--- src/hdl/pdpr_pkg.sv ---
// Shared types and constants for the power demand packet rewriter.
// No dependencies; imported by every module of the block.
`default_nettype none

package pdpr_pkg;

   localparam int PACKET_BYTES_DEF = 8;
   localparam int BYTE_W           = 8;
   localparam int CEIL_W           = 12;
   localparam int OFFS_W           = 10;
   localparam int CSUM_W           = 9;
   localparam int DEMAND_W         = 12;
   localparam int RUN_W            = 8;
   localparam int ALU_W            = 17;
   localparam int CSR_IDX_W        = 3;
   localparam int CSR_DATA_W       = 12;

   // store positions of the power field (high, low)
   localparam int PWR_HI_POS = 4;
   localparam int PWR_LO_POS = 5;

   localparam logic [CEIL_W-1:0] CEIL_RST  = CEIL_W'(3000);
   localparam logic [OFFS_W-1:0] DEF_RST   = OFFS_W'(350);
   localparam logic [OFFS_W-1:0] THIRD_RST = OFFS_W'(250);
   localparam logic [OFFS_W-1:0] FOURTH_RST = OFFS_W'(150);
   localparam logic [CSUM_W-1:0] CSUM_RST  = CSUM_W'(264);

   localparam logic [RUN_W-1:0] RUN_THIRD  = RUN_W'(3);
   localparam logic [RUN_W-1:0] RUN_FOURTH = RUN_W'(4);

   // register indexes
   localparam logic [CSR_IDX_W-1:0] REG_CEILING = 3'd0;
   localparam logic [CSR_IDX_W-1:0] REG_DEF_OFS = 3'd1;
   localparam logic [CSR_IDX_W-1:0] REG_THIRD   = 3'd2;
   localparam logic [CSR_IDX_W-1:0] REG_FOURTH  = 3'd3;
   localparam logic [CSR_IDX_W-1:0] REG_CSUM    = 3'd4;

   // operations of the shared adder
   localparam logic ALU_ADD = 1'b0;
   localparam logic ALU_SUB = 1'b1;

   typedef struct packed {
      logic             op;
      logic [ALU_W-1:0] a;
      logic [ALU_W-1:0] b;
   } alu_req_type;

endpackage

`default_nettype wire

--- src/hdl/power_demand_packet_rewriter_unit.sv ---
// Top level: packet store, demand sequencer and output word register.
// Depends on pdpr_pkg and pdpr_alu.
//
//   channel | direction | tdata          | tuser     | tlast
//   req_    | in        | byte_value[7:0]| operation | packet_end
//   rsp_    | out       | out_byte[7:0]  | -         | out_last
//   csr_    | in        | write only, index 0..4, 12-bit data
//
// Packet bytes are accepted while the sequencer is idle; the last byte of a packet
// adds an offset add and a ceiling compare on the shared adder.
// A tick runs the average and two checksum steps on the adder, then eight
// output words, one per cycle while not held, through the single output register.
// rsp_tready low holds the emit sequence; req_tready is low until it ends.
// Reset is synchronous; all registers but acc_ff, rsp_data_ff and rsp_last_ff get defaults.
`default_nettype none

module power_demand_packet_rewriter_unit
   import pdpr_pkg::*;
#(
   parameter int PACKET_BYTES = PACKET_BYTES_DEF
)(
   input  wire                   clock,
   input  wire                   reset,
   input  wire                   req_tvalid,
   output logic                  req_tready,
   input  wire  [BYTE_W-1:0]     req_tdata,   // [7:0] byte_value
   input  wire                   req_tuser,   // [0] operation
   input  wire                   req_tlast,
   output logic                  rsp_tvalid,
   input  wire                   rsp_tready,
   output logic [BYTE_W-1:0]     rsp_tdata,   // [7:0] out_byte
   output logic                  rsp_tlast,
   input  wire                   csr_we,
   input  wire  [CSR_IDX_W-1:0]  csr_index,
   input  wire  [CSR_DATA_W-1:0] csr_wdata
);

   localparam int POS_W = $clog2(PACKET_BYTES + 1);
   localparam int IDX_W = $clog2(PACKET_BYTES);
   localparam logic [IDX_W-1:0] LAST_IDX = IDX_W'(PACKET_BYTES - 1);
   localparam logic [POS_W-1:0] POS_FULL = POS_W'(PACKET_BYTES);

   localparam logic [2:0] S_IDLE  = 3'd0;
   localparam logic [2:0] S_FIN   = 3'd1;
   localparam logic [2:0] S_CLAMP = 3'd2;
   localparam logic [2:0] S_AVG   = 3'd3;
   localparam logic [2:0] S_CSUM1 = 3'd4;
   localparam logic [2:0] S_CSUM2 = 3'd5;
   localparam logic [2:0] S_EMIT  = 3'd6;

   logic [CEIL_W-1:0]   ceiling_ff, ceiling_in;
   logic [OFFS_W-1:0]   def_ofs_ff, def_ofs_in;
   logic [OFFS_W-1:0]   third_ff, third_in;
   logic [OFFS_W-1:0]   fourth_ff, fourth_in;
   logic [CSUM_W-1:0]   csum_ff, csum_in;

   logic [BYTE_W-1:0]   store_ff [PACKET_BYTES];
   logic [BYTE_W-1:0]   store_in [PACKET_BYTES];
   logic [POS_W-1:0]    pos_ff, pos_in;
   logic [DEMAND_W-1:0] now_ff, now_in;
   logic [DEMAND_W-1:0] prev_ff, prev_in;
   logic [RUN_W-1:0]    run_ff, run_in;
   logic [OFFS_W-1:0]   offset_ff, offset_in;

   logic [2:0]          state_ff, state_in;
   logic [ALU_W-1:0]    acc_ff, acc_in;
   logic [IDX_W-1:0]    emit_idx_ff, emit_idx_in;
   logic                rsp_valid_ff, rsp_valid_in;
   logic [BYTE_W-1:0]   rsp_data_ff, rsp_data_in;
   logic                rsp_last_ff, rsp_last_in;

   alu_req_type         alu_req;
   logic [ALU_W-1:0]    alu_res;
   logic [15:0]         raw;
   logic                req_fire;
   logic                out_free;

   pdpr_alu u_alu (
      .req    (alu_req),
      .result (alu_res)
   );

   assign req_tready = (state_ff == S_IDLE);
   assign req_fire   = req_tvalid && req_tready;
   assign out_free   = !rsp_valid_ff || rsp_tready;
   assign raw        = {store_ff[PWR_HI_POS], store_ff[PWR_LO_POS]};
   assign rsp_tvalid = rsp_valid_ff;
   assign rsp_tdata  = rsp_data_ff;
   assign rsp_tlast  = rsp_last_ff;

   always_comb begin
      ceiling_in = ceiling_ff;
      def_ofs_in = def_ofs_ff;
      third_in   = third_ff;
      fourth_in  = fourth_ff;
      csum_in    = csum_ff;
      if (csr_we) begin
         case (csr_index)
            REG_CEILING: ceiling_in = csr_wdata[CEIL_W-1:0];
            REG_DEF_OFS: def_ofs_in = csr_wdata[OFFS_W-1:0];
            REG_THIRD:   third_in   = csr_wdata[OFFS_W-1:0];
            REG_FOURTH:  fourth_in  = csr_wdata[OFFS_W-1:0];
            REG_CSUM:    csum_in    = csr_wdata[CSUM_W-1:0];
            default: ;
         endcase
      end
   end

   always_comb begin
      store_in     = store_ff;
      pos_in       = pos_ff;
      now_in       = now_ff;
      prev_in      = prev_ff;
      run_in       = run_ff;
      offset_in    = offset_ff;
      state_in     = state_ff;
      acc_in       = acc_ff;
      emit_idx_in  = emit_idx_ff;
      rsp_valid_in = rsp_valid_ff && !rsp_tready;
      rsp_data_in  = rsp_data_ff;
      rsp_last_in  = rsp_last_ff;
      alu_req.op   = ALU_ADD;
      alu_req.a    = ALU_W'(raw);
      alu_req.b    = ALU_W'(offset_ff);

      case (state_ff)
         S_IDLE: begin
            if (req_fire) begin
               if (req_tuser) begin
                  state_in = S_AVG;
               end else begin
                  if (pos_ff < POS_FULL) begin
                     store_in[pos_ff[IDX_W-1:0]] = req_tdata;
                     pos_in = pos_ff + POS_W'(1);
                  end
                  if (req_tlast) begin
                     pos_in   = '0;
                     state_in = S_FIN;
                  end
               end
            end
         end
         S_FIN: begin
            if (raw[15]) begin
               run_in = run_ff + RUN_W'(1);
               if (run_in == RUN_THIRD) begin
                  offset_in = third_ff;
               end else if (run_in == RUN_FOURTH) begin
                  offset_in = fourth_ff;
               end else begin
                  offset_in = def_ofs_ff;
               end
               acc_in = ALU_W'(offset_in);
            end else begin
               run_in = '0;
               acc_in = alu_res;
            end
            state_in = S_CLAMP;
         end
         S_CLAMP: begin
            alu_req.op = ALU_SUB;
            alu_req.a  = ALU_W'(ceiling_ff);
            alu_req.b  = acc_ff;
            now_in     = alu_res[ALU_W-1] ? ceiling_ff : acc_ff[DEMAND_W-1:0];
            state_in   = S_IDLE;
         end
         S_AVG: begin
            alu_req.op = ALU_ADD;
            alu_req.a  = ALU_W'(now_ff);
            alu_req.b  = ALU_W'(prev_ff);
            store_in[PWR_HI_POS] = BYTE_W'(alu_res[ALU_W-1:9]);
            store_in[PWR_LO_POS] = alu_res[8:1];
            state_in   = S_CSUM1;
         end
         S_CSUM1: begin
            alu_req.op = ALU_SUB;
            alu_req.a  = ALU_W'(csum_ff);
            alu_req.b  = ALU_W'(store_ff[PWR_HI_POS]);
            acc_in     = alu_res;
            state_in   = S_CSUM2;
         end
         S_CSUM2: begin
            alu_req.op = ALU_SUB;
            alu_req.a  = acc_ff;
            alu_req.b  = ALU_W'(store_ff[PWR_LO_POS]);
            store_in[PACKET_BYTES-1] = alu_res[BYTE_W-1:0];
            prev_in    = now_ff;
            state_in   = S_EMIT;
         end
         S_EMIT: begin
            if (out_free) begin
               rsp_valid_in = 1'b1;
               rsp_data_in  = store_ff[emit_idx_ff];
               rsp_last_in  = (emit_idx_ff == LAST_IDX);
               if (emit_idx_ff == LAST_IDX) begin
                  emit_idx_in = '0;
                  state_in    = S_IDLE;
               end else begin
                  emit_idx_in = emit_idx_ff + IDX_W'(1);
               end
            end
         end
         default: state_in = S_IDLE;
      endcase
   end

   always_ff @(posedge clock) begin
      if (reset) begin
         ceiling_ff   <= CEIL_RST;
         def_ofs_ff   <= DEF_RST;
         third_ff     <= THIRD_RST;
         fourth_ff    <= FOURTH_RST;
         csum_ff      <= CSUM_RST;
         for (int i = 0; i < PACKET_BYTES; i++) begin
            store_ff[i] <= '0;
         end
         pos_ff       <= '0;
         now_ff       <= '0;
         prev_ff      <= '0;
         run_ff       <= '0;
         offset_ff    <= DEF_RST;
         state_ff     <= S_IDLE;
         emit_idx_ff  <= '0;
         rsp_valid_ff <= 1'b0;
      end else begin
         ceiling_ff   <= ceiling_in;
         def_ofs_ff   <= def_ofs_in;
         third_ff     <= third_in;
         fourth_ff    <= fourth_in;
         csum_ff      <= csum_in;
         store_ff     <= store_in;
         pos_ff       <= pos_in;
         now_ff       <= now_in;
         prev_ff      <= prev_in;
         run_ff       <= run_in;
         offset_ff    <= offset_in;
         state_ff     <= state_in;
         emit_idx_ff  <= emit_idx_in;
         rsp_valid_ff <= rsp_valid_in;
      end
   end

   always_ff @(posedge clock) begin
      acc_ff      <= acc_in;
      rsp_data_ff <= rsp_data_in;
      rsp_last_ff <= rsp_last_in;
   end

   a_pos_bound: assert property (@(posedge clock) disable iff (reset)
      pos_ff <= POS_FULL)
      else $error("byte position past packet size");

   a_tick_start: assert property (@(posedge clock) disable iff (reset)
      req_fire && req_tuser |=> state_ff == S_AVG)
      else $error("tick did not start the average step");

   a_idx_idle: assert property (@(posedge clock) disable iff (reset)
      state_ff != S_EMIT |-> emit_idx_ff == '0)
      else $error("emit index not parked outside emit");

   a_clamp: assert property (@(posedge clock) disable iff (reset)
      state_ff == S_CLAMP |=> now_ff <= $past(ceiling_ff))
      else $error("demand above ceiling after clamp");

   a_end_pos: assert property (@(posedge clock) disable iff (reset)
      req_fire && !req_tuser && req_tlast |=> pos_ff == '0 && state_ff == S_FIN)
      else $error("packet end did not rewind position");

endmodule

`default_nettype wire

--- src/hdl/pdpr_alu.sv ---
// Shared add/subtract unit used by the sequencer for the offset add, ceiling compare, average and checksum steps.
// Depends on pdpr_pkg.
`default_nettype none

module pdpr_alu
   import pdpr_pkg::*;
(
   input  wire alu_req_type      req,
   output logic [ALU_W-1:0]      result
);

   logic [ALU_W-1:0] b_eff;

   always_comb begin
      b_eff  = (req.op == ALU_SUB) ? ~req.b : req.b;
      result = req.a + b_eff + ALU_W'(req.op == ALU_SUB);
   end

endmodule

`default_nettype wire

--- config.mk ---
export PLATFORM = sky130hd
export DESIGN_NAME = power_demand_packet_rewriter_unit
export DESIGN_NICKNAME = d
export VERILOG_FILES = /design/src/hdl/pdpr_pkg.sv /design/src/hdl/power_demand_packet_rewriter_unit.sv /design/src/hdl/pdpr_alu.sv
export SDC_FILE = /design/constraint.sdc
export NUM_CORES = 1
export LEC_CHECK = 0
export ABC_AREA = 1
export CORE_MARGIN = 4
export CORE_UTILIZATION = 45
export CTS_CLUSTER_DIAMETER = 120
export DETAILED_ROUTE_END_ITERATION = 8
export DONT_BUFFER_PORTS = 1
export PLACE_DENSITY_LB_ADDON = 0.05
export SYNTH_ARGS = -nofsm -noshare
export SYNTH_HDL_FRONTEND = slang
export SYNTH_SLANG_ARGS = --single-unit
--- constraint.sdc ---
create_clock -name clock -period 3.8 [get_ports clock]
set_clock_uncertainty 0.2 [all_clocks]
set_input_delay 0.19 -clock clock [delete_from_list [all_inputs] [get_ports clock]]
set_output_delay 0.19 -clock clock [all_outputs]
set_load 0.01 [all_outputs]
# Yosys cells after proc, flatten, opt, wreduce, memory -nomap -nowiden
# Cells that the tools add are included.
[classes]
magnitude_cmp = 4
bitwise_logic = 4
n_reduce_logical = 24
n_eq_ne = 19
n_mux = 30
n_addsub = 5
[ops]
columns = ["op", "n"]
rows = [
  ["$pmux 35 s4", 1],
  ["$mux 32", 3],
  ["$bwmux 64", 1],
  ["$mux 17", 2],
  ["$pmux 17 s2", 1],
  ["$mux 8", 4],
  ["$pmux 16 s2", 1],
  ["$bmux 8 s3", 1],
  ["$demux 8 s3", 1],
  ["$mux 10", 2],
  ["$reduce_and 4->1", 5],
  ["$mux 3", 6],
  ["$pmux 3 s6", 1],
  ["$add 17x1->17", 1],
  ["$add 17x17->17", 1],
  ["$not 17->17", 1],
  ["$pmux 8 s2", 1],
  ["$eq 3x3->1 const B", 5],
  ["$reduce_and 2->1", 7],
  ["$eq 3x2->1 const B", 4],
  ["$mux 12", 1],
  ["$add 8x1->8 const B", 1],
  ["$eq 8x2->1 const B", 1],
  ["$eq 8x3->1 const B", 1],
  ["other kinds (18)", 33],
]
[word_totals]
out_inout_bits = 11
ff_bits = 194
input_bits = 30
wordCells = 110

# Depth between registers and ports, before layout
# Gate-level depths: netlist of run 1.
[logic_depth]
depth_word = 10
depth_mapped = 25
ltp_nobuf = 23

# By module
# From an unflattened synthesis of run 1, not the netlist that was laid out.
[unflattened]
hier_cells = 1427
area_unflattened_um2 = 10087.2
[by_module_without_submodules]
columns = ["module", "instances", "area_each_um2", "seq_area_each_um2", "cells_per_inst"]
rows = [
  ["power_demand_packet_rewriter_unit", 1, 9002.4, 4144.0, 1239],
  ["pdpr_alu", 1, 1084.8, 0.0, 188],
]

# Worst setup path after synthesis of run 1
# No wires, ideal clock.
[synth_timing]
path_type = "flip-flop to flip-flop"
startpoint = "register state_ff[1]"
endpoint = "register now_ff[6]"
synth_period_minus_slack_ns = 3.754
stages_incl_launch_ff = 23
slack_ns = 0.046
setup_ns = 0.109
path_buffers = 3
t_required_ns = 3.491
t_arrival_ns = 3.445
path_cell_list = "dfxtp_1 > inv_2 > ha_1 > clkbuf_1 > inv_2 > clkbuf_1 > o2111ai_1 > a21oi_1 > a21oi_1 > fa_1 > nand3_1 > nand2_1 > a21oi_1 > o21ai_0 > a21oi_1 > inv_1 > nand2_2 > nand2_4 > buf_6 > nand2_1 > nand3_1 > nand2_1 > inv_1"
[synth_via]
elab_chain_cells = 7
elab_cells_between_ends = 10
classes_between = "add/sub (2); eq/ne (4); mux (3); bitwise (1)"
[synth_lines]
columns = ["element", "line", "rtl"]
rows = [
  ["start, declared", "power_demand_packet_rewriter_unit.sv:65", "logic [2:0] state_ff, state_in;"],
  ["start signal, assigned", "power_demand_packet_rewriter_unit.sv:237", "state_ff <= state_in;"],
  ["$eq 3x3->1 / $eq 3x2->1 (equally long branches)", "power_demand_packet_rewriter_unit.sv:126", "case (state_ff)"],
  ["$pmux 35 s4", "power_demand_packet_rewriter_unit.sv:126", ""],
  ["$not 17->17", "pdpr_alu.sv:15", "b_eff = (req.op == ALU_SUB) ? ~req.b : req.b;"],
  ["$mux 17", "pdpr_alu.sv:15", ""],
  ["$add 17x17->17", "pdpr_alu.sv:16", "result = req.a + b_eff + ALU_W'(req.op == ALU_SUB);"],
  ["$add 17x1->17", "pdpr_alu.sv:16", ""],
  ["$mux 12", "power_demand_packet_rewriter_unit.sv:164", "now_in = alu_res[ALU_W-1] ? ceiling_ff : acc_ff[DEMAND_W-1:0];"],
  ["end signal, assigned", "power_demand_packet_rewriter_unit.sv:233", "now_ff <= now_in;"],
  ["end, declared", "power_demand_packet_rewriter_unit.sv:60", "logic [DEMAND_W-1:0] now_ff, now_in;"],
]
# Parallel ways exist; a longest one is shown, timed or not.
# A chain may end at the register's enable or synchronous reset.

# Final worst setup path of run 1
[layout_timing]
startpoint = "register state_ff[1]"
endpoint = "register now_ff[0]"
# The elaborated chain is that of the path after synthesis.

==> results.sh, run 1 <==
export IMPL_status="complete, no violations"
export IMPL_htreeDepth=4
export IMPL_floorplan_initialDensity_pct=45.81
export IMPL_crit_type="reg2reg"
export IMPL_fin_cells=1711
export IMPL_period_share_pct=91.99
export IMPL_cts_tree="built"
export IMPL_antenna_found_initial=0
export IMPL_ant_nets=0
export IMPL_rows=54
export IMPL_crit_end="now_ff[0]$_SDFFE_PP0N_"
export IMPL_place_hpwl_microns=22800
export IMPL_fin_crit_ps=3496
export IMPL_cts_buffers=17
export IMPL_hp_class="in2reg"
export IMPL_die_w_microns=157.3
export IMPL_insertion_delay_ps=450
export IMPL_worstPathRequired_ps=3940
export IMPL_drv_slew=0
export IMPL_syn_area_sq_mm=0.01003
export IMPL_finalPower_mw=5.152
export IMPL_power_leakage_nw=4.835
export IMPL_path_clk_slew_ps=80
export IMPL_synth_distinct_cells=53
export IMPL_routed_wl_met2_microns=14970
export IMPL_synth_area_leaders="dfxtp_1 34%, o21ai_0 8.2%, a21oi_1 8.2%"
export IMPL_wl_met3_microns=1553
export IMPL_drt_wirelength_per_cell_microns=18.24
export IMPL_worstSetupStartpointType="flop"
export IMPL_async_flop_share_pct=0
export IMPL_drt_pass1_iterations=6
export IMPL_path_max_fanout=15
export IMPL_grt_overflow=0
export IMPL_fillers=2215
export IMPL_wl_microns=31210
export IMPL_grt_pass1_vias=8888
export IMPL_fin_area_sq_mm=0.01145
export IMPL_ys_warn_count=0
export IMPL_io_pins=41
export IMPL_ir_drop_mv=0.2731
export IMPL_port_buffers=0
export IMPL_highest_layer="met4"
export IMPL_dp_cells=1644
export IMPL_vias_per_cell=5.494
export IMPL_postSynthAreaPerCell_sq_um=7.204
export IMPL_synth_seq_cells=194
export IMPL_relSlewSlack_pct=52.20
export IMPL_worstMarginPinSlew_ps=712.6
export IMPL_core_area_sq_mm=0.02189
export IMPL_reg2reg_to="now_ff[0]$_SDFFE_PP0N_"
export IMPL_layout_nets=1471
export IMPL_setup_violations=0
export IMPL_max_freq_mhz=286.1
export IMPL_place_congestion=0.9596
export IMPL_synth_top_area_share_pct=33.54
export IMPL_drv_cap=0
export IMPL_wirelength_met1_microns=13600
export IMPL_vias=9401
export IMPL_syn_inst=1392
export IMPL_synth_main_ff_cell="dfxtp_1"
export IMPL_clockBufferDepth=2
export IMPL_drc=0
export IMPL_arrival_ps=3640
export IMPL_power_density_mw_per_mm2=449.7
export IMPL_yosys_area_top_type="dfxtp_1"
export IMPL_synth_seq_area_share_pct=41.32
export IMPL_final_common_cell="nand2_1"
export IMPL_layout_common_cells="218 x nand2_1, 166 x dfxtp_1, 165 x o21ai_0"
export IMPL_antennaDiodeCount=0
export IMPL_worstSetupEndpointType="flop"
export IMPL_tns_ps=0
export IMPL_synthToLayoutAreaGrowth_pct=14.22
export IMPL_cts_sinks=194
export IMPL_die_area_sq_mm=0.02474
export IMPL_drtIter0Drc=632
export IMPL_grtUsageTotal_pct=25.75
export IMPL_grt_pass1_wl_microns=49490
export IMPL_synth_edf_count=26
export IMPL_cts_root_buf="clkbuf_16"
export IMPL_rsz0062_at_grt="no"
export IMPL_r2r_cells=21
export IMPL_hold_viol=0
export IMPL_grt_max_degree=76
export IMPL_reg2reg_from="state_ff[1]$_SDFFE_PP0P_"
export IMPL_postPlaceCellArea_sq_mm=0.01043
export IMPL_synth_nets=1445
export IMPL_drive_above_1_share_pct=9.015
export IMPL_crit_start="state_ff[1]$_SDFFE_PP0P_"
export IMPL_dieHeight_microns=157.3
export IMPL_r2r_slack_ps=300
-- through the flow --
stage	util [%]	hold WS, ps	worst slack [ps]
finish	52.33	31.91	304.3
global route	52.33	45.36	8.140
CTS	52.07	10.58	52.04
detailed placement	47.64	77.03	92.47
global placement	47.64	75.03	211.6
floorplan	-	103.2	46.05
-- routing by layer --
| metal | global-route usage [%] | vias to the layer above |
|---|---|---|
| li1 | - | 4730 |
| met1 | 31.94 | 4384 |
| met2 | 44.33 | 226 |
| met3 | 4.729 | 61 |
| met4 | 10.20 | 0 |
| met5 | 0 | - |
-- flip-flops by register name, indices dropped and copies added (netlist names) --
| name | flops |
|---|---|
| def_ofs_ff | 10 |
| now_ff | 12 |
| emit_idx_ff | 3 |
| rsp_tlast | 1 |
| rsp_tdata | 8 |
| offset_ff | 10 |
| rsp_tvalid | 1 |
| prev_ff | 12 |
| ceiling_ff | 12 |
| third_ff | 10 |
| store_ff | 48 |
| csum_ff | 9 |
| state_ff | 3 |
| raw | 16 |
| fourth_ff | 10 |
| pos_ff | 4 |
| run_ff | 8 |
| acc_ff | 17 |
-- cell type report --
type                       instances  area (sq um)  area share (%)
clock inverter                    13         166.4           1.453
tap                              280         350.3           3.058
multi-input combinational        953          4952           43.23
timing repair buffer              77         714.4           6.237
inverter                         175         668.1           5.833
sequential                       194          4149           36.22
clock buffer                      19         454.2           3.965
-- power breakdown --
group | internal, mW | switching, mW
Combinational | 0.354 | 0.644
Clock | 0.985 | 0.908
Sequential | 2.19 | 0.0669
Total | 3.53 | 1.62
-- cells in the mapped netlist (all sizes together), types with 3 or more instances --
cell     number
ha           22
o22ai        10
dfxtp       168
a211oi        9
a31oi        12
clkinv        6
edfxtp       26
nand3        97
o211ai        7
o21a          6
a21oi       164
xor2         14
inv         169
o2111ai       7
nor3          8
or2           6
a21o          3
nor2        140
buf          18
clkbuf       52
xnor2         5
a221oi       14
o21ai       174
a22oi         7
nand4         8
nand2       226
a41oi         3
-- cells by family after synthesis --
logic type,after synthesis,share of synthesized area [%]
simple gates,487,20.79
xor+xnor,19,1.734
buf+inv,245,9.607
flops,194,41.32
mux,1,0.09982
compound gates,423,23.51
fa+ha+maj,23,2.944
-- worst max-delay path: stages (launching register included) --
cell and delay, ps:
dfxtp_1 320, buf_4 160, nand3_2 120, inv_1 140, buf_4 190, nand2_1 70, o2111ai_1 100, a21oi_1 180
a21oi_1 110, fa_1 480, nand3_1 90, nand2_1 90, a21oi_2 170, o21ai_0 150, a21oi_2 260, inv_1 80
nand2_2 90, nand2_4 130, nand2_1 100, o211ai_1 90, nand2_1 70, inv_1 30
-- worst min-delay path by stage --
stage | from | to | slack [ps] | cells after the start
2_1_floorplan | csr_wdata[11] | ceiling_ff[11]$_SDFFE_PP1P_ | 100 | 2
3_3_place_gp | reset | store_ff[4]$_SDFFE_PP0P_ | 80 | 1
3_5_place_dp | reset | rsp_tvalid$_SDFF_PP0_ | 80 | 1
4_1_cts | csr_index[2] | def_ofs_ff[3]$_SDFFE_PP1P_ | 10 | 6
5_1_grt | csr_we | csum_ff[3]$_SDFFE_PP1P_ | 50 | 3
6_report | csr_index[2] | def_ofs_ff[3]$_SDFFE_PP1P_ | 30 | 6
-- what timing repair did --
| item | 4_1_cts | 5_1_grt |
|---|---|---|
| resized for setup | 0 | 16 |
| setup endpoints to repair | 0 | 27 |
| setup buffers | 0 | 1 |
| endpoints found under the hold margin | 148 | 0 |
| hold buffers | 34 | 0 |
Power figures use the tool's default switching activity.
==> run 2, diff against run 1 <==
PLACE_DENSITY = 0.64   (was default)
PLACE_DENSITY_LB_ADDON = default   (was 0.05)
==> results.sh, run 2 (synthesis gave the netlist of run 1 again) <==
export IMPL_status="complete, no violations"
export IMPL_hold_viol=0
export IMPL_drive_above_1_share_pct=8.729
export IMPL_clockBufferDepth=2
export IMPL_reg2reg_from="state_ff[1]$_SDFFE_PP0P_"
export IMPL_postPlaceCellArea_sq_mm=0.01042
export IMPL_arrival_ps=3560
export IMPL_setup_violations=0
export IMPL_cts_root_buf="clkbuf_16"
export IMPL_htreeDepth=4
export IMPL_grtUsageTotal_pct=24.72
export IMPL_max_freq_mhz=279.9
export IMPL_vias=9520
export IMPL_power_leakage_nw=4.804
export IMPL_final_common_cell="nand2_1"
export IMPL_path_clk_slew_ps=80
export IMPL_layout_common_cells="218 x nand2_1, 167 x dfxtp_1, 164 x o21ai_0"
export IMPL_rows=54
export IMPL_power_density_mw_per_mm2=435.9
export IMPL_grt_pass1_wl_microns=48710
export IMPL_relSlewSlack_pct=39.14
export IMPL_r2r_slack_ps=230
export IMPL_floorplan_initialDensity_pct=45.81
export IMPL_multiInputGateArea_sq_mm=0.004954
export IMPL_setup_slack_ps=227.7
export IMPL_post_place_ws_ps=148.5
export IMPL_cts_buffers=17
export IMPL_min_path_cells=4
export IMPL_ant_nets=0
export IMPL_period_share_pct=94.01
export IMPL_dieHeight_microns=157.3
export IMPL_io_pins=41
export IMPL_die_area_sq_mm=0.02474
export IMPL_r2r_cells=17
export IMPL_worstPathRequired_ps=3790
export IMPL_fillers=2205
export IMPL_path_max_fanout=15
export IMPL_worstSetupEndpointType="flop"
export IMPL_drv_slew=0
export IMPL_wirelength_met1_microns=14010
export IMPL_wl_met3_microns=1647
export IMPL_highest_layer="met4"
export IMPL_grt_overflow=0
export IMPL_vias_per_cell=5.561
export IMPL_wl_microns=30350
export IMPL_reg2reg_to="acc_ff[7]$_DFFE_PP_"
export IMPL_layout_nets=1473
export IMPL_antennaDiodeCount=0
export IMPL_place_congestion=0.9462
export IMPL_top_register="store_ff"
export IMPL_ir_drop_mv=0.2917
export IMPL_synthToLayoutAreaGrowth_pct=13.51
export IMPL_drv_cap=0
export IMPL_grt_max_degree=67
export IMPL_die_w_microns=157.3
export IMPL_place_hpwl_microns=21190
export IMPL_cts_sinks=194
export IMPL_drt_wirelength_per_cell_microns=17.73
export IMPL_port_buffers=0
export IMPL_hold_start="csr_index[2]"
export IMPL_drc=0
export IMPL_crit_type="reg2reg"
export IMPL_hp_class="in2reg"
export IMPL_worstMarginPinSlew_ps=911.6
export IMPL_core_area_sq_mm=0.02189
export IMPL_hold_end="fourth_ff[1]$_SDFFE_PP1P_"
export IMPL_seqCellArea_sq_mm=0.004145
export IMPL_drtIter0Drc=780
export IMPL_fin_area_sq_mm=0.01138
export IMPL_drt_pass1_iterations=5
export IMPL_tns_ps=0
export IMPL_antenna_found_initial=0
export IMPL_fin_crit_ps=3572
export IMPL_grt_pass1_vias=8845
export IMPL_worstSetupStartpointType="flop"
export IMPL_insertion_delay_ps=440
export IMPL_cts_tree="built"
export IMPL_rsz0062_at_grt="no"
export IMPL_largest_reg_flops=48
export IMPL_routed_wl_met2_microns=14120
## run 2: final cells by class
type / instances / share of cell area (%)
Sequential cell: 194 / 36.41
Clock buffer: 18 / 3.770
Multi-Input combinational cell: 953 / 43.52
Timing Repair Buffer: 79 / 6.507
Clock inverter: 13 / 0.8793
Tap cell: 280 / 3.078
Inverter: 175 / 5.836
## run 2: report_power, final
part           switching (mW)  internal (mW)  total [mW]
Combinational           0.636          0.376        1.01
Sequential             0.0701           2.19        2.26
Clock                   0.836          0.851        1.69
## run 2: worst max-delay path, cell delays in order, from the launching register on
cell	delay [ps]
dfxtp_1	350
inv_2	70
ha_1	340
buf_4	220
a21oi_1	160
nand4_1	100
o21ai_0	140
xor2_1	200
ha_1	270
buf_4	150
a21oi_1	140
nor2_1	60
a211oi_1	170
nand2_1	150
nand2_1	90
nand2_1	110
xor2_1	210
o21a_1	190
## run 2: repair_timing
action,in CTS,in global routing
resized for setup,0,13
buffers inserted,0,1
hold endpoints to repair,149,0
hold buffers,37,0
endpoints found under the setup margin,0,28
## run 2: stage by stage
step / power [mW] / hold slack, ps / utilization (%) / std cells
5_1_grt: 5.192 / 46.30 / 52.00 / 1712
3_5_place_dp: 3.225 / 78.88 / 47.60 / 1643
4_1_cts: 4.950 / 1.458 / 51.75 / 1711
2_1_floorplan: 2.888 / 103.2 / - / 1392
3_3_place_gp: 3.225 / 75.53 / 47.60 / 1643
6_report: 4.962 / 0.07389 / 52.00 / 1712
## run 2: how the worst max path moves through the flow
stage	from	to
floorplan	state_ff[1]$_SDFFE_PP0P_	now_ff[6]$_SDFFE_PP0N_
global placement	state_ff[0]$_SDFFE_PP0P_	acc_ff[7]$_DFFE_PP_
detailed placement	state_ff[1]$_SDFFE_PP0P_	acc_ff[7]$_DFFE_PP_
CTS	state_ff[0]$_SDFFE_PP0P_	now_ff[5]$_SDFFE_PP0N_
global route	state_ff[1]$_SDFFE_PP0P_	acc_ff[7]$_DFFE_PP_
finish	state_ff[1]$_SDFFE_PP0P_	acc_ff[7]$_DFFE_PP_
## run 2: metal layers
| layer | GRT usage, % | up-vias |
|---|---|---|
| li1 | - | 4741 |
| met1 | 33.58 | 4453 |
| met2 | 40.91 | 285 |
| met3 | 4.014 | 41 |
| met4 | 6.882 | 0 |
| met5 | 0 | - |
==> run 3, diff against run 2 <==
GPL_TIMING_DRIVEN = 1   (was default)
HOLD_SLACK_MARGIN = 0.08   (was default)
PLACE_DENSITY = 0.62   (was 0.64)
clock period = 3.49 ns   (was 3.8 ns; I/O delays follow)
==> results.sh, run 3 (synthesis gave the netlist of run 1 again) <==
export IMPL_antennaDiodeCount=0
export IMPL_fin_area_sq_mm=0.01218
export IMPL_vias_per_cell=5.506
export IMPL_final_common_cell="nand2_1"
export IMPL_die_w_microns=157.3
export IMPL_grt_overflow=0
export IMPL_path_max_fanout=5
export IMPL_drv_cap=0
export IMPL_ir_drop_mv=0.3343
export IMPL_cts_tree="built"
export IMPL_dp_cells=1667
export IMPL_finalPower_mw=5.753
export IMPL_status="complete, no violations"
export IMPL_post_place_ws_ps=-64.23
export IMPL_vias=9713
export IMPL_fillers=2102
export IMPL_dieHeight_microns=157.3
export IMPL_fin_util_pct=55.65
export IMPL_layout_common_cells="214 x nand2_1, 165 x dfxtp_1, 161 x o21ai_0"
export IMPL_synthToLayoutAreaGrowth_pct=21.47
export IMPL_grtUsageTotal_pct=24.48
export IMPL_antenna_found_initial=0
export IMPL_period_share_pct=99.06
export IMPL_clockBufferDepth=2
export IMPL_busiest_layer="met2"
export IMPL_drtIter0Drc=838
export IMPL_worstSetupStartpointType="flop"
export IMPL_drv_slew=0
export IMPL_power_leakage_nw=5.145
export IMPL_wl_microns=31180
export IMPL_fin_cells=1764
export IMPL_rows=54
export IMPL_grt_util_met2_pct=40.63
export IMPL_fin_crit_ps=3457
export IMPL_cts_root_buf="clkbuf_16"
export IMPL_rsz0062_at_grt="yes"
export IMPL_htreeDepth=4
export IMPL_relSlewSlack_pct=40.46
export IMPL_drc=0
export IMPL_grt_pass1_vias=8873
export IMPL_max_freq_mhz=289.3
export IMPL_grt_max_degree=69
export IMPL_whs_ps=189.9
export IMPL_drive_above_1_share_pct=14.22
export IMPL_ant_nets=0
export IMPL_io_pins=41
export IMPL_arrival_ps=3450
export IMPL_drt_pass1_iterations=6
export IMPL_insertion_delay_ps=440
export IMPL_power_density_mw_per_mm2=472.2
export IMPL_place_hpwl_microns=21580
export IMPL_hp_class="in2reg"
export IMPL_gr_usage_met1_pct=32.82
export IMPL_crit_type="reg2reg"
export IMPL_die_area_sq_mm=0.02474
export IMPL_grtUsageMet3_pct=4.317
export IMPL_worstMarginPinSlew_ps=892.1
export IMPL_min_path_cells=4
export IMPL_port_buffers=0
export IMPL_r2r_cells=18
export IMPL_cts_buffers=17
export IMPL_grt_pass1_wl_microns=48250
export IMPL_top_register="store_ff"
export IMPL_layout_nets=1524
export IMPL_core_area_sq_mm=0.02189
export IMPL_path_clk_slew_ps=70
export IMPL_worstPathRequired_ps=3480
export IMPL_cts_sinks=194
export IMPL_postPlaceCellArea_sq_mm=0.01065
export IMPL_hold_viol=0
export IMPL_largest_reg_flops=48
export IMPL_drt_wirelength_per_cell_microns=17.67
export IMPL_place_congestion=0.9797
export IMPL_setup_violations=0
export IMPL_setup_slack_ps=32.79
export IMPL_tns_ps=0
export IMPL_floorplan_initialDensity_pct=45.81
export IMPL_worstSetupEndpointType="flop"
[run 3: layout make-up]
cell class | instances | area, sq um | share of cell area, %
clock buffers | 21 | 503.0 | 4.129
clock inverters | 11 | 97.59 | 0.8011
inverters | 175 | 673.1 | 5.526
multi-input cells | 953 | 5162 | 42.38
flip-flops and latches | 194 | 4153 | 34.09
well taps | 280 | 350.3 | 2.876
repair buffers | 129 | 1235 | 10.14
repair inverters | 1 | 7.507 | 0.06163
[run 3: what timing repair did]
action                                 in CTS  in global routing
hold buffers                               38                  0
pin swaps                                   0                 25
endpoints found under the hold margin     159                  0
setup endpoints to repair                  20                 28
cloned                                      0                  5
buffers inserted                            0                 22
resized for setup                           2                 67
[run 3: per-layer routing]
layer	share of wire, %	up-vias
met5	0	-
met3	6.5	70
met1	43	4469
met2	48	332
met4	2.4	0
li1	-	4842
[run 3: path summary, 6_finish.rpt]
check        slack [ps]                 startpoint                          to
max                  30   state_ff[1]$_SDFFE_PP0P_        acc_ff[12]$_DFFE_PP_
min                 190                     csr_we  ceiling_ff[0]$_SDFFE_PP0P_
max reg2reg          30   state_ff[1]$_SDFFE_PP0P_        acc_ff[12]$_DFFE_PP_
min reg2reg         250  store_ff[34]$_SDFFE_PP0P_   store_ff[34]$_SDFFE_PP0P_
[run 3: report_power, final]
| part | switching, mW | total (mW) | internal [mW] |
|---|---|---|---|
| Clock | 0.938 | 2.00 | 1.07 |
| Sequential | 0.0839 | 2.47 | 2.39 |
| Combinational | 0.762 | 1.28 | 0.515 |
| Total | 1.78 | 5.75 | 3.97 |
[run 3: critical path, cell delays in order (launching register included)]
cell and delay, ps:
dfxtp_2 330, buf_6 130, nand3_4 90, clkinvlp_4 160, buf_6 160, nand2_2 50
o211ai_1 100, a211oi_1 220, a21oi_1 70, xor2_1 170, ha_1 340, a21o_1 220
a21oi_4 160, o21ai_2 100, buf_4 150, a21oi_4 130, o21bai_1 110, xor2_1 170
and2_1 150
